**src/kle_pkg.sv**
```systemverilog
`timescale 1ns / 1ps
// ----------------------------------------------------------------------------
// kle_pkg: shared types and constants of the keyboard line editor
// Scancode map, result kinds, controller states and control/status bundles.
// ----------------------------------------------------------------------------
package kle_pkg;

   localparam int LINE_CAPACITY = 63;
   localparam int SCREEN_ROWS   = 25;
   localparam int SCREEN_COLS   = 80;

   localparam int ADDR_W = (LINE_CAPACITY > 1) ? $clog2(LINE_CAPACITY) : 1;
   localparam int FILL_W = 6;
   localparam int ROW_W  = 5;
   localparam int CELL_W = 11;
   localparam int CHAR_W = 7;
   localparam int COL_W  = 7;
   localparam int CODE_W = 8;
   localparam int KIND_W = 2;

   localparam logic [CELL_W-1:0] LAST_CELL  = CELL_W'(SCREEN_ROWS * SCREEN_COLS - 1);
   localparam logic [CELL_W-1:0] CELL_MAX   = '1;
   localparam logic [COL_W-1:0]  PROMPT_RST = COL_W'(2);

   localparam logic [CHAR_W-1:0] CHAR_NONE  = 7'h00;
   localparam logic [CHAR_W-1:0] CHAR_BS    = 7'h08;
   localparam logic [CHAR_W-1:0] CHAR_NL    = 7'h0A;
   localparam logic [CHAR_W-1:0] CHAR_SPACE = 7'h20;

   localparam logic OP_KEY   = 1'b0;
   localparam logic OP_BEGIN = 1'b1;

   typedef enum logic [KIND_W-1:0] {
      KIND_ECHO,
      KIND_ERASE,
      KIND_LINE_CHAR,
      KIND_LINE_END
   } kind_type;

   typedef enum logic [2:0] {
      ST_IDLE,
      ST_DECODE,
      ST_EDIT,
      ST_STREAM,
      ST_LINE_END
   } state_type;

   typedef struct packed {
      logic capture;
      logic begin_line;
      logic enter_start;
      logic edit_out;
      logic stream_out;
      logic line_end;
   } cmd_type;

   typedef struct packed {
      logic op_begin;
      logic key_enter;
      logic key_bs;
      logic key_print;
      logic fill_zero;
      logic fill_full;
      logic stream_more;
      logic out_free;
   } status_type;

   // set-1 make code to ASCII; release codes and unmapped keys give CHAR_NONE
   function automatic logic [CHAR_W-1:0] key_to_ascii(input logic [CODE_W-1:0] code);
      unique case (code)
         8'd2:    return 7'h31;
         8'd3:    return 7'h32;
         8'd4:    return 7'h33;
         8'd5:    return 7'h34;
         8'd6:    return 7'h35;
         8'd7:    return 7'h36;
         8'd8:    return 7'h37;
         8'd9:    return 7'h38;
         8'd10:   return 7'h39;
         8'd11:   return 7'h30;
         8'd12:   return 7'h2D;
         8'd13:   return 7'h3D;
         8'd14:   return CHAR_BS;
         8'd16:   return 7'h71;
         8'd17:   return 7'h77;
         8'd18:   return 7'h65;
         8'd19:   return 7'h72;
         8'd20:   return 7'h74;
         8'd21:   return 7'h79;
         8'd22:   return 7'h75;
         8'd23:   return 7'h69;
         8'd24:   return 7'h6F;
         8'd25:   return 7'h70;
         8'd26:   return 7'h5B;
         8'd27:   return 7'h5D;
         8'd28:   return CHAR_NL;
         8'd30:   return 7'h61;
         8'd31:   return 7'h73;
         8'd32:   return 7'h64;
         8'd33:   return 7'h66;
         8'd34:   return 7'h67;
         8'd35:   return 7'h68;
         8'd36:   return 7'h6A;
         8'd37:   return 7'h6B;
         8'd38:   return 7'h6C;
         8'd39:   return 7'h3B;
         8'd40:   return 7'h27;
         8'd41:   return 7'h60;
         8'd43:   return 7'h5C;
         8'd44:   return 7'h7A;
         8'd45:   return 7'h78;
         8'd46:   return 7'h63;
         8'd47:   return 7'h76;
         8'd48:   return 7'h62;
         8'd49:   return 7'h6E;
         8'd50:   return 7'h6D;
         8'd51:   return 7'h2C;
         8'd52:   return 7'h2E;
         8'd53:   return 7'h2F;
         8'd57:   return CHAR_SPACE;
         default: return CHAR_NONE;
      endcase
   endfunction

endpackage

```
**src/kle_ctrl.sv**
```systemverilog
`timescale 1ns / 1ps
// ----------------------------------------------------------------------------
// kle_ctrl: line editor sequencer
// Takes one beat at a time and steps the datapath through decode, edit
// and line streaming.
// ----------------------------------------------------------------------------
module kle_ctrl (
   input  logic                clock,
   input  logic                reset,
   input  logic                req_valid,
   output logic                req_stall,
   input  kle_pkg::status_type status,
   output kle_pkg::cmd_type    cmd
);

   kle_pkg::state_type state_ff;
   kle_pkg::state_type state_in;

   always_ff @(posedge clock) begin
      if (reset) begin
         state_ff <= kle_pkg::ST_IDLE;
      end else begin
         state_ff <= state_in;
      end
   end

   // next state
   always_comb begin
      state_in = state_ff;
      unique case (state_ff)
         kle_pkg::ST_IDLE: begin
            if (req_valid) begin
               state_in = kle_pkg::ST_DECODE;
            end
         end
         kle_pkg::ST_DECODE: begin
            priority if (status.op_begin) begin
               state_in = kle_pkg::ST_IDLE;
            end else if (status.key_enter) begin
               state_in = status.fill_zero ? kle_pkg::ST_LINE_END : kle_pkg::ST_STREAM;
            end else if (status.key_bs && !status.fill_zero) begin
               state_in = kle_pkg::ST_EDIT;
            end else if (status.key_print && !status.fill_full) begin
               state_in = kle_pkg::ST_EDIT;
            end else begin
               state_in = kle_pkg::ST_IDLE;
            end
         end
         kle_pkg::ST_EDIT: begin
            if (status.out_free) begin
               state_in = kle_pkg::ST_IDLE;
            end
         end
         kle_pkg::ST_STREAM: begin
            if (status.out_free && !status.stream_more) begin
               state_in = kle_pkg::ST_LINE_END;
            end
         end
         kle_pkg::ST_LINE_END: begin
            if (status.out_free) begin
               state_in = kle_pkg::ST_IDLE;
            end
         end
         default: state_in = kle_pkg::ST_IDLE;
      endcase
   end

   // commands
   always_comb begin
      cmd       = '0;
      req_stall = 1'b1;
      unique case (state_ff)
         kle_pkg::ST_IDLE: begin
            req_stall   = 1'b0;
            cmd.capture = req_valid;
         end
         kle_pkg::ST_DECODE: begin
            cmd.begin_line  = status.op_begin;
            cmd.enter_start = !status.op_begin && status.key_enter;
         end
         kle_pkg::ST_EDIT: begin
            cmd.edit_out = status.out_free;
         end
         kle_pkg::ST_STREAM: begin
            cmd.stream_out = status.out_free;
         end
         kle_pkg::ST_LINE_END: begin
            cmd.line_end = status.out_free;
         end
         default: begin
            req_stall = 1'b1;
         end
      endcase
   end

endmodule

```
**src/kle_dp.sv**
```systemverilog
`timescale 1ns / 1ps
// ----------------------------------------------------------------------------
// kle_dp: line editor datapath
// Holds the beat, cursor state, the line memory and the result register.
// ----------------------------------------------------------------------------
module kle_dp (
   input  logic                               clock,
   input  logic                               reset,
   input  kle_pkg::cmd_type                   cmd,
   output kle_pkg::status_type                status,
   input  logic                               req_operation,
   input  logic [kle_pkg::CODE_W-1:0]         req_scancode,
   input  logic [kle_pkg::ROW_W-1:0]          req_start_row,
   input  logic                               csr_valid,
   input  logic [kle_pkg::COL_W-1:0]          csr_prompt_column,
   input  logic                               rsp_stall,
   output logic                               rsp_valid,
   output logic [kle_pkg::KIND_W-1:0]         rsp_kind,
   output logic [kle_pkg::CHAR_W-1:0]         rsp_character,
   output logic [kle_pkg::CELL_W-1:0]         rsp_cell_res,
   output logic [kle_pkg::ROW_W-1:0]          rsp_current_row,
   output logic [kle_pkg::FILL_W-1:0]         rsp_line_length,
   output logic                               rsp_scrolled,
   output logic                               rsp_last
);

   // captured beat
   logic                          op_ff;
   logic [kle_pkg::CODE_W-1:0]    code_ff;
   logic [kle_pkg::ROW_W-1:0]     srow_ff;

   // editor state
   logic [kle_pkg::COL_W-1:0]     prompt_ff;
   logic [kle_pkg::ROW_W-1:0]     row_ff,    row_in;
   logic [kle_pkg::CELL_W-1:0]    cursor_ff, cursor_in;
   logic [kle_pkg::FILL_W-1:0]    fill_ff,   fill_in;
   logic [kle_pkg::FILL_W-1:0]    idx_ff,    idx_in;
   logic                          scr_ff,    scr_in;

   // line memory
   logic [kle_pkg::CHAR_W-1:0]    line_mem [kle_pkg::LINE_CAPACITY];
   logic [kle_pkg::CHAR_W-1:0]    rd_data_ff;
   logic                          rd_en;
   logic [kle_pkg::ADDR_W-1:0]    rd_addr;
   logic                          wr_en;

   // result register
   logic                          rsp_valid_ff, rsp_valid_in;
   kle_pkg::kind_type             kind_ff,  kind_in;
   logic [kle_pkg::CHAR_W-1:0]    char_ff,  char_in;
   logic [kle_pkg::CELL_W-1:0]    cell_ff,  cell_in;
   logic [kle_pkg::ROW_W-1:0]     orow_ff,  orow_in;
   logic [kle_pkg::FILL_W-1:0]    len_ff,   len_in;
   logic                          oscr_ff,  oscr_in;
   logic                          last_ff,  last_in;
   logic                          out_load;

   // decode helpers
   logic [kle_pkg::CHAR_W-1:0]    ch;
   logic [kle_pkg::COL_W-1:0]     col_used;
   logic [kle_pkg::ROW_W-1:0]     srow_sat;
   logic [kle_pkg::ROW_W:0]       row_inc;
   logic                          row_wrap;
   logic [kle_pkg::ROW_W-1:0]     row_next_line;
   logic [kle_pkg::ROW_W-1:0]     base_row;
   logic [kle_pkg::CELL_W-1:0]    base_cell;
   logic [kle_pkg::CELL_W-1:0]    cursor_dec, cursor_inc;
   logic [kle_pkg::FILL_W-1:0]    fill_inc, fill_dec, idx_inc;
   logic                          out_free;

   function automatic logic [kle_pkg::CELL_W-1:0] clamp_cell(
      input logic [kle_pkg::CELL_W-1:0] c);
      return (c > kle_pkg::LAST_CELL) ? kle_pkg::LAST_CELL : c;
   endfunction

   assign ch       = kle_pkg::key_to_ascii(code_ff);
   assign col_used = (prompt_ff >= kle_pkg::COL_W'(kle_pkg::SCREEN_COLS))
                   ? kle_pkg::COL_W'(kle_pkg::SCREEN_COLS - 1) : prompt_ff;
   assign srow_sat = (srow_ff >= kle_pkg::ROW_W'(kle_pkg::SCREEN_ROWS))
                   ? kle_pkg::ROW_W'(kle_pkg::SCREEN_ROWS - 1) : srow_ff;
   assign row_inc       = {1'b0, row_ff} + (kle_pkg::ROW_W+1)'(1);
   assign row_wrap      = row_inc >= (kle_pkg::ROW_W+1)'(kle_pkg::SCREEN_ROWS);
   assign row_next_line = row_wrap ? kle_pkg::ROW_W'(kle_pkg::SCREEN_ROWS - 1)
                                   : row_inc[kle_pkg::ROW_W-1:0];
   assign base_row  = cmd.begin_line ? srow_sat : row_ff;
   assign base_cell = kle_pkg::CELL_W'(base_row) * kle_pkg::CELL_W'(kle_pkg::SCREEN_COLS)
                    + kle_pkg::CELL_W'(col_used);
   assign cursor_dec = (cursor_ff == '0) ? '0 : cursor_ff - kle_pkg::CELL_W'(1);
   assign cursor_inc = (cursor_ff == kle_pkg::CELL_MAX) ? kle_pkg::CELL_MAX
                                                        : cursor_ff + kle_pkg::CELL_W'(1);
   assign fill_inc = fill_ff + kle_pkg::FILL_W'(1);
   assign fill_dec = fill_ff - kle_pkg::FILL_W'(1);
   assign idx_inc  = idx_ff + kle_pkg::FILL_W'(1);
   assign out_free = !rsp_valid_ff || !rsp_stall;

   always_comb begin
      status.op_begin    = (op_ff == kle_pkg::OP_BEGIN);
      status.key_enter   = (op_ff == kle_pkg::OP_KEY) && (ch == kle_pkg::CHAR_NL);
      status.key_bs      = (op_ff == kle_pkg::OP_KEY) && (ch == kle_pkg::CHAR_BS);
      status.key_print   = (op_ff == kle_pkg::OP_KEY) && (ch != kle_pkg::CHAR_NONE)
                         && (ch != kle_pkg::CHAR_NL) && (ch != kle_pkg::CHAR_BS);
      status.fill_zero   = (fill_ff == '0);
      status.fill_full   = (fill_ff >= kle_pkg::FILL_W'(kle_pkg::LINE_CAPACITY));
      status.stream_more = (idx_inc < fill_ff);
      status.out_free    = out_free;
   end

   always_comb begin
      row_in    = row_ff;
      cursor_in = cursor_ff;
      fill_in   = fill_ff;
      idx_in    = idx_ff;
      scr_in    = scr_ff;
      rd_en     = 1'b0;
      rd_addr   = idx_inc[kle_pkg::ADDR_W-1:0];
      wr_en     = 1'b0;
      out_load  = 1'b0;
      kind_in   = kind_ff;
      char_in   = char_ff;
      cell_in   = cell_ff;
      len_in    = len_ff;
      oscr_in   = 1'b0;
      last_in   = 1'b1;

      if (cmd.begin_line) begin
         row_in    = srow_sat;
         cursor_in = base_cell;
         fill_in   = '0;
      end

      if (cmd.enter_start) begin
         row_in  = row_next_line;
         scr_in  = row_wrap;
         idx_in  = '0;
         rd_en   = !status.fill_zero;
         rd_addr = '0;
      end

      if (cmd.edit_out) begin
         out_load = 1'b1;
         if (status.key_bs) begin
            fill_in   = fill_dec;
            cursor_in = cursor_dec;
            kind_in   = kle_pkg::KIND_ERASE;
            char_in   = kle_pkg::CHAR_SPACE;
            cell_in   = clamp_cell(cursor_dec);
            len_in    = fill_dec;
         end else begin
            wr_en     = 1'b1;
            fill_in   = fill_inc;
            cursor_in = cursor_inc;
            kind_in   = kle_pkg::KIND_ECHO;
            char_in   = ch;
            cell_in   = clamp_cell(cursor_ff);
            len_in    = fill_inc;
         end
      end

      if (cmd.stream_out) begin
         out_load = 1'b1;
         kind_in  = kle_pkg::KIND_LINE_CHAR;
         char_in  = rd_data_ff;
         cell_in  = '0;
         len_in   = fill_ff;
         last_in  = 1'b0;
         idx_in   = idx_inc;
         rd_en    = status.stream_more;
      end

      if (cmd.line_end) begin
         out_load  = 1'b1;
         kind_in   = kle_pkg::KIND_LINE_END;
         char_in   = kle_pkg::CHAR_NONE;
         cell_in   = '0;
         len_in    = fill_ff;
         oscr_in   = scr_ff;
         fill_in   = '0;
         cursor_in = base_cell;
      end

      orow_in      = row_ff;
      rsp_valid_in = out_load || (rsp_valid_ff && rsp_stall);
   end

   // control state
   always_ff @(posedge clock) begin
      if (reset) begin
         prompt_ff    <= kle_pkg::PROMPT_RST;
         row_ff       <= '0;
         cursor_ff    <= kle_pkg::CELL_W'(kle_pkg::PROMPT_RST);
         fill_ff      <= '0;
         rsp_valid_ff <= 1'b0;
      end else begin
         if (csr_valid) begin
            prompt_ff <= csr_prompt_column;
         end
         row_ff       <= row_in;
         cursor_ff    <= cursor_in;
         fill_ff      <= fill_in;
         rsp_valid_ff <= rsp_valid_in;
      end
   end

   // payload and scratch registers
   always_ff @(posedge clock) begin
      if (cmd.capture) begin
         op_ff   <= req_operation;
         code_ff <= req_scancode;
         srow_ff <= req_start_row;
      end
      idx_ff <= idx_in;
      scr_ff <= scr_in;
      if (out_load) begin
         kind_ff <= kind_in;
         char_ff <= char_in;
         cell_ff <= cell_in;
         orow_ff <= orow_in;
         len_ff  <= len_in;
         oscr_ff <= oscr_in;
         last_ff <= last_in;
      end
   end

   // line memory: one write port, one registered read port
   always_ff @(posedge clock) begin
      if (wr_en) begin
         line_mem[fill_ff[kle_pkg::ADDR_W-1:0]] <= ch;
      end
      if (rd_en) begin
         rd_data_ff <= line_mem[rd_addr];
      end
   end

   assign rsp_valid       = rsp_valid_ff;
   assign rsp_kind        = kind_ff;
   assign rsp_character   = char_ff;
   assign rsp_cell_res    = cell_ff;
   assign rsp_current_row = orow_ff;
   assign rsp_line_length = len_ff;
   assign rsp_scrolled    = oscr_ff;
   assign rsp_last        = last_ff;

endmodule

```
**src/keyboard_line_editor_top.sv**
```systemverilog
// Begin-line and ignored keys produce no beat and free the input once
//   DECODE returns to IDLE; echo/erase beats are loaded into the result register from EDIT.
// Throughput: one item at a time; Enter holds the input until the stored
//   line and its line-end beat are out, paced by the single line-memory read
//   port and one result beat per cycle while the output is not stalled.
// Reset: synchronous, active high; row 0, cursor cell 2, empty line, prompt 2.
`timescale 1ns / 1ps
// ----------------------------------------------------------------------------
// keyboard_line_editor_top: scancode-driven single-line text editor
// Maps set-1 make codes to ASCII, echoes and erases screen cells, and on
// Enter streams the stored line followed by a line-end beat.
// ----------------------------------------------------------------------------
module keyboard_line_editor_top (
   input  logic                               clock,
   input  logic                               reset,
   // request channel
   input  logic                               req_valid,
   output logic                               req_stall,
   input  logic                               req_operation,
   input  logic [kle_pkg::CODE_W-1:0]         req_scancode,
   input  logic [kle_pkg::ROW_W-1:0]          req_start_row,
   // prompt column register
   input  logic                               csr_valid,
   output logic                               csr_ready,
   input  logic [kle_pkg::COL_W-1:0]          csr_prompt_column,
   // response channel
   output logic                               rsp_valid,
   input  logic                               rsp_stall,
   output logic [kle_pkg::KIND_W-1:0]         rsp_kind,
   output logic [kle_pkg::CHAR_W-1:0]         rsp_character,
   output logic [kle_pkg::CELL_W-1:0]         rsp_cell_res,
   output logic [kle_pkg::ROW_W-1:0]          rsp_current_row,
   output logic [kle_pkg::FILL_W-1:0]         rsp_line_length,
   output logic                               rsp_scrolled,
   output logic                               rsp_last
);

   kle_pkg::cmd_type    cmd;
   kle_pkg::status_type status;

   // The prompt register is written whenever a beat shows up, with no hold-off;
   // writes must only happen while the editor is idle, which it does not enforce.
   assign csr_ready = 1'b1;

   // Sequencer: IDLE takes a beat, DECODE classifies it, then EDIT (echo or
   // erase), or for Enter STREAM (if the line is not empty) and LINE_END.
   // Every result goes through the output register, so the controller only
   // waits when that register is still full and stalled.
   kle_ctrl u_ctrl (
      .clock     (clock),
      .reset     (reset),
      .req_valid (req_valid),
      .req_stall (req_stall),
      .status    (status),
      .cmd       (cmd)
   );

   // Datapath: beat capture, scancode map, row/cursor/fill state, 63-entry
   // line memory with registered read (next character is prefetched while
   // the current one is offered), and the result register.
   kle_dp u_dp (
      .clock             (clock),
      .reset             (reset),
      .cmd               (cmd),
      .status            (status),
      .req_operation     (req_operation),
      .req_scancode      (req_scancode),
      .req_start_row     (req_start_row),
      .csr_valid         (csr_valid),
      .csr_prompt_column (csr_prompt_column),
      .rsp_stall         (rsp_stall),
      .rsp_valid         (rsp_valid),
      .rsp_kind          (rsp_kind),
      .rsp_character     (rsp_character),
      .rsp_cell_res      (rsp_cell_res),
      .rsp_current_row   (rsp_current_row),
      .rsp_line_length   (rsp_line_length),
      .rsp_scrolled      (rsp_scrolled),
      .rsp_last          (rsp_last)
   );

   // one item in flight: an accepted beat closes the input next cycle
   a_one_in_flight: assert property (@(posedge clock) disable iff (reset)
      req_valid && !req_stall |=> req_stall)
      else $error("input accepted while previous item still in work");

   // streamed line characters never close the item or flag a scroll
   a_line_char_flags: assert property (@(posedge clock) disable iff (reset)
      rsp_valid && (rsp_kind == kle_pkg::KIND_LINE_CHAR) |-> !rsp_last && !rsp_scrolled)
      else $error("line character beat with last or scrolled set");

   // scroll only on a line end, with the row pinned to the bottom
   a_scroll_row: assert property (@(posedge clock) disable iff (reset)
      rsp_valid && rsp_scrolled |->
         (rsp_kind == kle_pkg::KIND_LINE_END) &&
         (rsp_current_row == kle_pkg::ROW_W'(kle_pkg::SCREEN_ROWS - 1)))
      else $error("scroll flagged off the last row or not on line end");

   // erase writes a blank and is the only beat of its item
   a_erase_blank: assert property (@(posedge clock) disable iff (reset)
      rsp_valid && (rsp_kind == kle_pkg::KIND_ERASE) |->
         (rsp_character == kle_pkg::CHAR_SPACE) && rsp_last)
      else $error("erase beat without blank character or last");

endmodule

```
**config.mk**
```make
export PLATFORM = sky130hd
export DESIGN_NAME = keyboard_line_editor_top
export DESIGN_NICKNAME = d
export VERILOG_FILES = /design/src/kle_pkg.sv /design/src/kle_ctrl.sv /design/src/kle_dp.sv /design/src/keyboard_line_editor_top.sv
export SDC_FILE = /design/constraint.sdc
export NUM_CORES = 1
export LEC_CHECK = 0
export BUFFER_PORTS_ARGS = -buffer_cell sky130_fd_sc_hd__clkbuf_2
export CORE_UTILIZATION = 30
export DETAILED_ROUTE_END_ITERATION = 6
export PLACE_DENSITY = 0.48
export REMOVE_ABC_BUFFERS = 1
export SYNTH_ARGS = -nofsm -noshare
export SYNTH_HDL_FRONTEND = slang
export SYNTH_HIERARCHICAL = 1
export SYNTH_SLANG_ARGS = --single-unit
```
**constraint.sdc**
```tcl
create_clock -name clock -period 4.1 [get_ports clock]
set_clock_uncertainty 0.2 [all_clocks]
set_input_delay 0.82 -clock clock [delete_from_list [all_inputs] [get_ports clock]]
set_output_delay 0.82 -clock clock [all_outputs]
set_load 0.01 [all_outputs]
```
# Word-level counts from Yosys, hierarchy flattened
# Memories as Yosys holds them, arrays and structs flattened. A register that Yosys moved wholly into a read port is not among the register bits.
# Cells that the tools add are included.
[op_classes] n_eq_ne=12 multipliers=1 n_reduce_logical=32 n_bitwise=1 addsub=7 muxes=57 magnitude_cmp=7
[ops] cell="two-way mux 11 bit" n=10
[ops] cell="two-way mux 6 bit" n=10
[ops] cell="two-way mux 7 bit" n=5
[ops] cell="> comparator 11 bit (second input constant)" n=2
[ops] cell="two-way mux 3 bit" n=7
[ops] cell="two-way mux 5 bit" n=4
[ops] cell="two-way mux 1 bit" n=17
[ops] cell="equality test 7 x 4 -> 1 bit (second input constant)" n=2
[ops] cell="inequality test 7 x 4 -> 1 bit (second input constant)" n=2
[ops] cell="adder 6 x 1 -> 6 bit (second input constant)" n=2
[ops] cell="one-hot mux 3 bit (4 select lines)" n=1
[ops] cell="adder 11 x 1 -> 11 bit (second input constant)" n=1
[ops] cell="adder 11 x 7 -> 11 bit" n=1
[ops] cell="equality test 11 bit (second input constant)" n=1
[ops] cell="zero test 11 bit" n=1
[ops] cell="subtractor 11 x 1 -> 11 bit (second input constant)" n=1
[ops] cell="logical AND 1 bit" n=10
[ops] cell=">= comparator 7 bit (second input constant)" n=1
[ops] cell="multiplier 5 x 3 -> 7 bit (second input constant)" n=1
[ops] cell="nonzero test 7 bit" n=1
[ops] cell="adder 5 x 1 -> 6 bit (second input constant)" n=1
[ops] cell="equality test 3 x 2 -> 1 bit (second input constant)" n=2
[ops] cell=">= comparator 6 x 5 -> 1 bit (second input constant)" n=1
[ops] cell=">= comparator 6 bit (second input constant)" n=1
[ops] cell="other kinds (19)" n=32
[word_totals] rom_bits=448 mem_bits_rw=441 n_memories=2 out_inout_bits=36 elab_cells=138 reg_bits=87 inputBits=26
[mem_list] name="(no name shown)" depth=64 word_bits=7 rd=1 rd_clocked_by_memory_dff=1 write_ports=0 line_no="kle_pkg.sv:70" rtl="unique case (code)"
[mem_list] name="u_dp.line_mem" depth=63 word_bits=7 rd=1 rd_clocked_by_memory_dff=1 write_ports=1 line_no="kle_dp.sv:41" rtl="logic [kle_pkg::CHAR_W-1:0] line_mem [kle_pkg::LINE_CAPACITY];"

# Logic depth before layout (Yosys ltp)
[depth] depth_word=12 depth_mapped=16 ltp_nobuf=13

# Modules after synthesis
# The synthesis kept the hierarchy.
[modules_own_cells] module="kle_dp" n_inst=1 area_per_inst_um2=23970.5 seq_area_each_um2=15815.2 cells_per_inst=1795
[modules_own_cells] module="kle_ctrl" n_inst=1 area_per_inst_um2=232.7 seq_area_each_um2=60.1 cells_per_inst=34
[modules_own_cells] module="keyboard_line_editor_top" n_inst=1 area_per_inst_um2=11.3 seq_area_each_um2=0.0 cells_per_inst=2

# Least setup slack after synthesis
# No wires, ideal clock.
[synth_path] path_kind="reg2reg" startpoint="reg u_ctrl.state_ff[1]" endpoint="reg with a tool-made name" t_required_ns=3.778 setup_time_ns=0.122 period_less_slack_ns=4.240 n_path_buf=2 arrival_time_ns=3.918 stages_incl_launch_ff=13 setup_slack_ns=-0.140 path_cell_list="dfxtp_1 clkbuf_1 or3_1 nor2_1 clkbuf_1 mux2i_1 inv_1 ha_1 inv_1 o32ai_1 or3_1 nand3_1 nand3_1"
[synth_lines] element="start, declared" line_no="kle_ctrl.sv:16" rtl="kle_pkg::state_type state_ff;"
[synth_lines] element="start signal, assigned" line_no="kle_ctrl.sv:21" rtl="state_ff <= kle_pkg::ST_IDLE;"
[synth_lines] element="start signal, assigned" line_no="kle_ctrl.sv:23" rtl="state_ff <= state_in;"

==> results.md <==
- Result of the run: complete, but fails checks
- Violated checks: design-rule violations
- Routed Wire Length: 73.9 mm
- Clock transition at path regs: 0.06 ns
- Via count: 16,309
- Critical-path cell list: or4b_1 -> nor4_2 -> nand2b_1 -> nor3_2 -> buf_12 -> or2_2 -> buf_4 -> mux4_2 -> nor3_1 -> or3_1 -> a221oi_1
- Origin of the worst min-delay path: req_start_row[1]
- Clock sink count: 542
- Time the final worst path needs with I/O delays and setup: 3.80 ns
- Final cell area excluding filler cells: 28,100 um2
- First-pass detailed-route iteration total: 7
- Detailed router's first-iteration violation count: 1,570
- Met2 layer usage reported by global route: 0.287
- Remaining antenna violation count after routing: 0
- Launching element type of the critical path: flop
- Number of nets in the final layout: 2,020
- Relative max-transition margin: 0.173
- Synth-to-layout area growth: 16.2%
- Area after DPL: 26,300 um2
- Part of the total power dissipated in sequential elements: 0.526
- Utilization after layout: 0.354
- Post-synth top cells: sky130_fd_sc_hd__edfxtp_1 (502), sky130_fd_sc_hd__nor2_1 (179), sky130_fd_sc_hd__nand2_1 (129)
- Flip-flop and latch count after synthesis: 542
- Aggregate global routing overflow: 0
- Sequential element share of the synthesized area: 0.656
- Largest incremental delay on the critical path: 0.56 ns
- Final worst hold slack: 0.181 ns
- Number of warnings reported in the yosys synthesis log: 6
- DR vias/cell: 5.33
- Final setup violation count: 0
- Port Buffer Count: 60
- Largest family of logic cells by synthesized area: compound AO/OA/AOI/OAI gates
- Mux contribution to synthesized area: 0.0651
- Maximum level of the CTS H-tree: 2
- Filler Cells Inserted: 7,748
- Compound-gate portion of the synthesized area: 0.118
- Slew at the pin closest to its max-slew limit: 1.24 ns
- Final antenna diode count: 0
- Met1 layer usage reported by global route: 0.252
- Basic-gate share of the synthesized area counting and, or, nand and nor cells: 0.101
- Die width: 286 um
- Initial standard-cell utilization of the core: 0.305
- Post-synthesis xor/xnor area fraction: 0.00791
- First-pass GRT wire length: 110 mm
- Summed negative setup slack over all endpoints: 0 ns
- Family with the most delay on the worst path: simple AND/OR/NAND/NOR gates
- Worst reg2reg path startpoint: u_dp/code_ff[6]
- Global placement routability congestion: 0.895
- Endpoints failing hold: 0
- Die Footprint: 81,900 um2
- Global router's overall resource usage: 0.179
- DR WL/cell: 24.2 um
- Vias in the first global route: 16,238
- Launching element of the worst setup path: u_dp/code_ff[6]
- Average size of a mapped cell: 13.2 um2
- Power dissipated by switching net loads: 2.54 mW
- Req. time, crit path: 4.23 ns
- Half-perimeter wire length of the detailed placement result: 48.9 mm
- Count of maximum capacitance violations: 0
- Root cell of the clock tree: sky130_fd_sc_hd__clkbuf_16
- Share of layout cells above drive strength 1: 0.185
- Net switching fraction of the power: 0.218
- Arrival time reported for the critical path endpoint: 3.93 ns
- FF-to-FF setup slack: 0.30 ns
- Setup crit end kind: flop
- Cell accounting for the most synthesized area: sky130_fd_sc_hd__edfxtp_1
- Proportion of power drawn by combinational gates: 0.039
- DRC violation count after routing: 5
- Top cell type's share of synthesized area: 0.623
- VDD IR-drop max: 0.000298 V
- Die Y: 286 um
- Layer carrying the most global-route usage: met2
- Post-synthesis async set-or-reset flop share: 0
- Worst-Skew Late Latency: 0.64 ns
- Floorplan row count: 103
- Ranking of synthesized cells by area: sky130_fd_sc_hd__edfxtp_1 (62%), sky130_fd_sc_hd__dfxtp_1 (3.3%), sky130_fd_sc_hd__mux2i_1 (3.0%)
- Cell area after synthesis: 24,200 um2
- Synthesized-area fraction occupied by adder cells: 0.0195
- Setup repair after global routing missed its margin: false
- Largest net degree at the start of global routing: 61
- CORE AREA: 79,400 um2
- Clock group share of total power: 0.435
- Number of flops mapped to enable cells by yosys: 502
- Fin crit share: 0.927
- CP Max Fanout: 27
- Worst min-delay path class: in -> reg
- Buffer and inverter count on the worst path: 2
- I/O pin total: 62
- Met3 track utilization from global routing: 0.0219
- P_leak: 9.74 nW
- Synthesized netlist cell count: 1,831
- Antenna violations before repair: 0
- Max clock buf depth: 3
- Maximum frequency from static timing analysis: 263 MHz
- Number of distinct library cells after synthesis: 84
- Max-slew violation count: 0
- WS Path Type: reg -> reg
- Commonest register cell after synthesis: sky130_fd_sc_hd__edfxtp_1
- CTS tree: built
- Most frequently used cell type in the post-synthesis netlist: sky130_fd_sc_hd__edfxtp_1
- Pint: 9.13 mW
- CTS buffer count: 59
- CP max-delay cell: sky130_fd_sc_hd__or4b_1
- Power Density: 415 nW/um2
==> through the flow <==
stage | instances | total power [mW] | setup slack, ns
2_1_floorplan | 1709 | 6.49 | -5.09
3_3_place_gp | 2946 | 6.70 | -0.212
3_5_place_dp | 2946 | 6.70 | -0.170
4_1_cts | 3057 | 11.8 | 0.0431
5_1_grt | 3058 | 12.0 | 0.0792
6_report | 3058 | 11.7 | 0.300
==> layout make-up <==
class | instances | area [um2] | area share
Inverter | 42 | 158 | 0.00560
Tap cell | 1050 | 1310 | 0.0467
Sequential cell | 542 | 15900 | 0.564
Clock inverter | 25 | 160 | 0.00569
Multi-Input combinational cell | 1125 | 7620 | 0.271
Timing Repair Buffer | 188 | 1320 | 0.0471
Clock buffer | 86 | 1680 | 0.0597
==> sequential cells by signal, summed over array words and instances (netlist names), 7 cells and up, named ones only <==
name,flops
u_dp/cursor_ff,11
u_dp/prompt_ff,7
u_dp/code_ff,8
u_dp/line_mem,441
u_dp/rsp_character,7
u_dp/rd_data_ff,7
u_dp/rsp_cell_res,11
==> worst reg2reg max path: cells and delay by family (launching register included) <==
| family | cells | cell delay, ns |
|---|---|---|
| DFF | 1 | 0.42 |
| and+or+nand+nor | 7 | 1.78 |
| AOI/OAI and AO/OA | 1 | 0.10 |
| muxes | 1 | 0.53 |
| buffers and inverters | 2 | 0.49 |
==> kinds of logic after synthesis <==
| group | count (synthesis) |
|---|---|
| buf+inv | 164 |
| compound gates | 422 |
| xor+xnor | 21 |
| simple gates | 521 |
| flops | 542 |
| other cells | 1 |
| mux | 124 |
| fa+ha+maj | 36 |
==> repair_timing <==
action | CTS | global route
cloned | 0 | 0
hold buffers | 0 | 0
resized for setup | 1 | 4
hold endpoints to repair | 0 | 0
setup buffers | 0 | 1
pin swaps | 0 | 1
endpoints found under the setup margin | 1 | 7
==> final timing paths <==
kind | to | cells after the start
hold reg to reg | u_dp/prompt_ff[1] | 2
hold / removal | u_dp/srow_ff[1] | 1
setup / recovery | u_dp/rd_data_ff[6] | 11
setup reg to reg | u_dp/rd_data_ff[6] | 11
==> cells in the final DEF, fill, tap and decap left out, types with 40 or more instances in the layout <==
cell                        instances
sky130_fd_sc_hd__edfxtp_1         502
sky130_fd_sc_hd__nor3_1            44
sky130_fd_sc_hd__a21oi_1           92
sky130_fd_sc_hd__nand2_1          129
sky130_fd_sc_hd__clkbuf_16         61
sky130_fd_sc_hd__buf_4            123
sky130_fd_sc_hd__nor2_1           177
sky130_fd_sc_hd__mux2i_1           72
sky130_fd_sc_hd__clkbuf_2          60
sky130_fd_sc_hd__nand3_1           50
sky130_fd_sc_hd__dfxtp_1           40
sky130_fd_sc_hd__o21ai_0          102
==> layer usage <==
metal / vias to the layer above / wire length, um / part of all wire
li1: 7328 / - / -
met2: 575 / 34500 / 0.47
met3: 101 / 4230 / 0.057
met5: - / 0 / 0
met1: 8305 / 33200 / 0.45
met4: 0 / 1920 / 0.026
==> power groups by stage <==
stage                     sequential (mW)  clock [mW]  combinational (mW)
after detailed placement             6.25           0               0.454
final                                6.13        5.08               0.453
after CTS                            6.13        5.20               0.455
after floorplan                      6.24           0               0.252
after global routing                 6.14        5.39               0.499
after global placement               6.25           0               0.448
No activity file was read; power rests on OpenSTA's default activity.
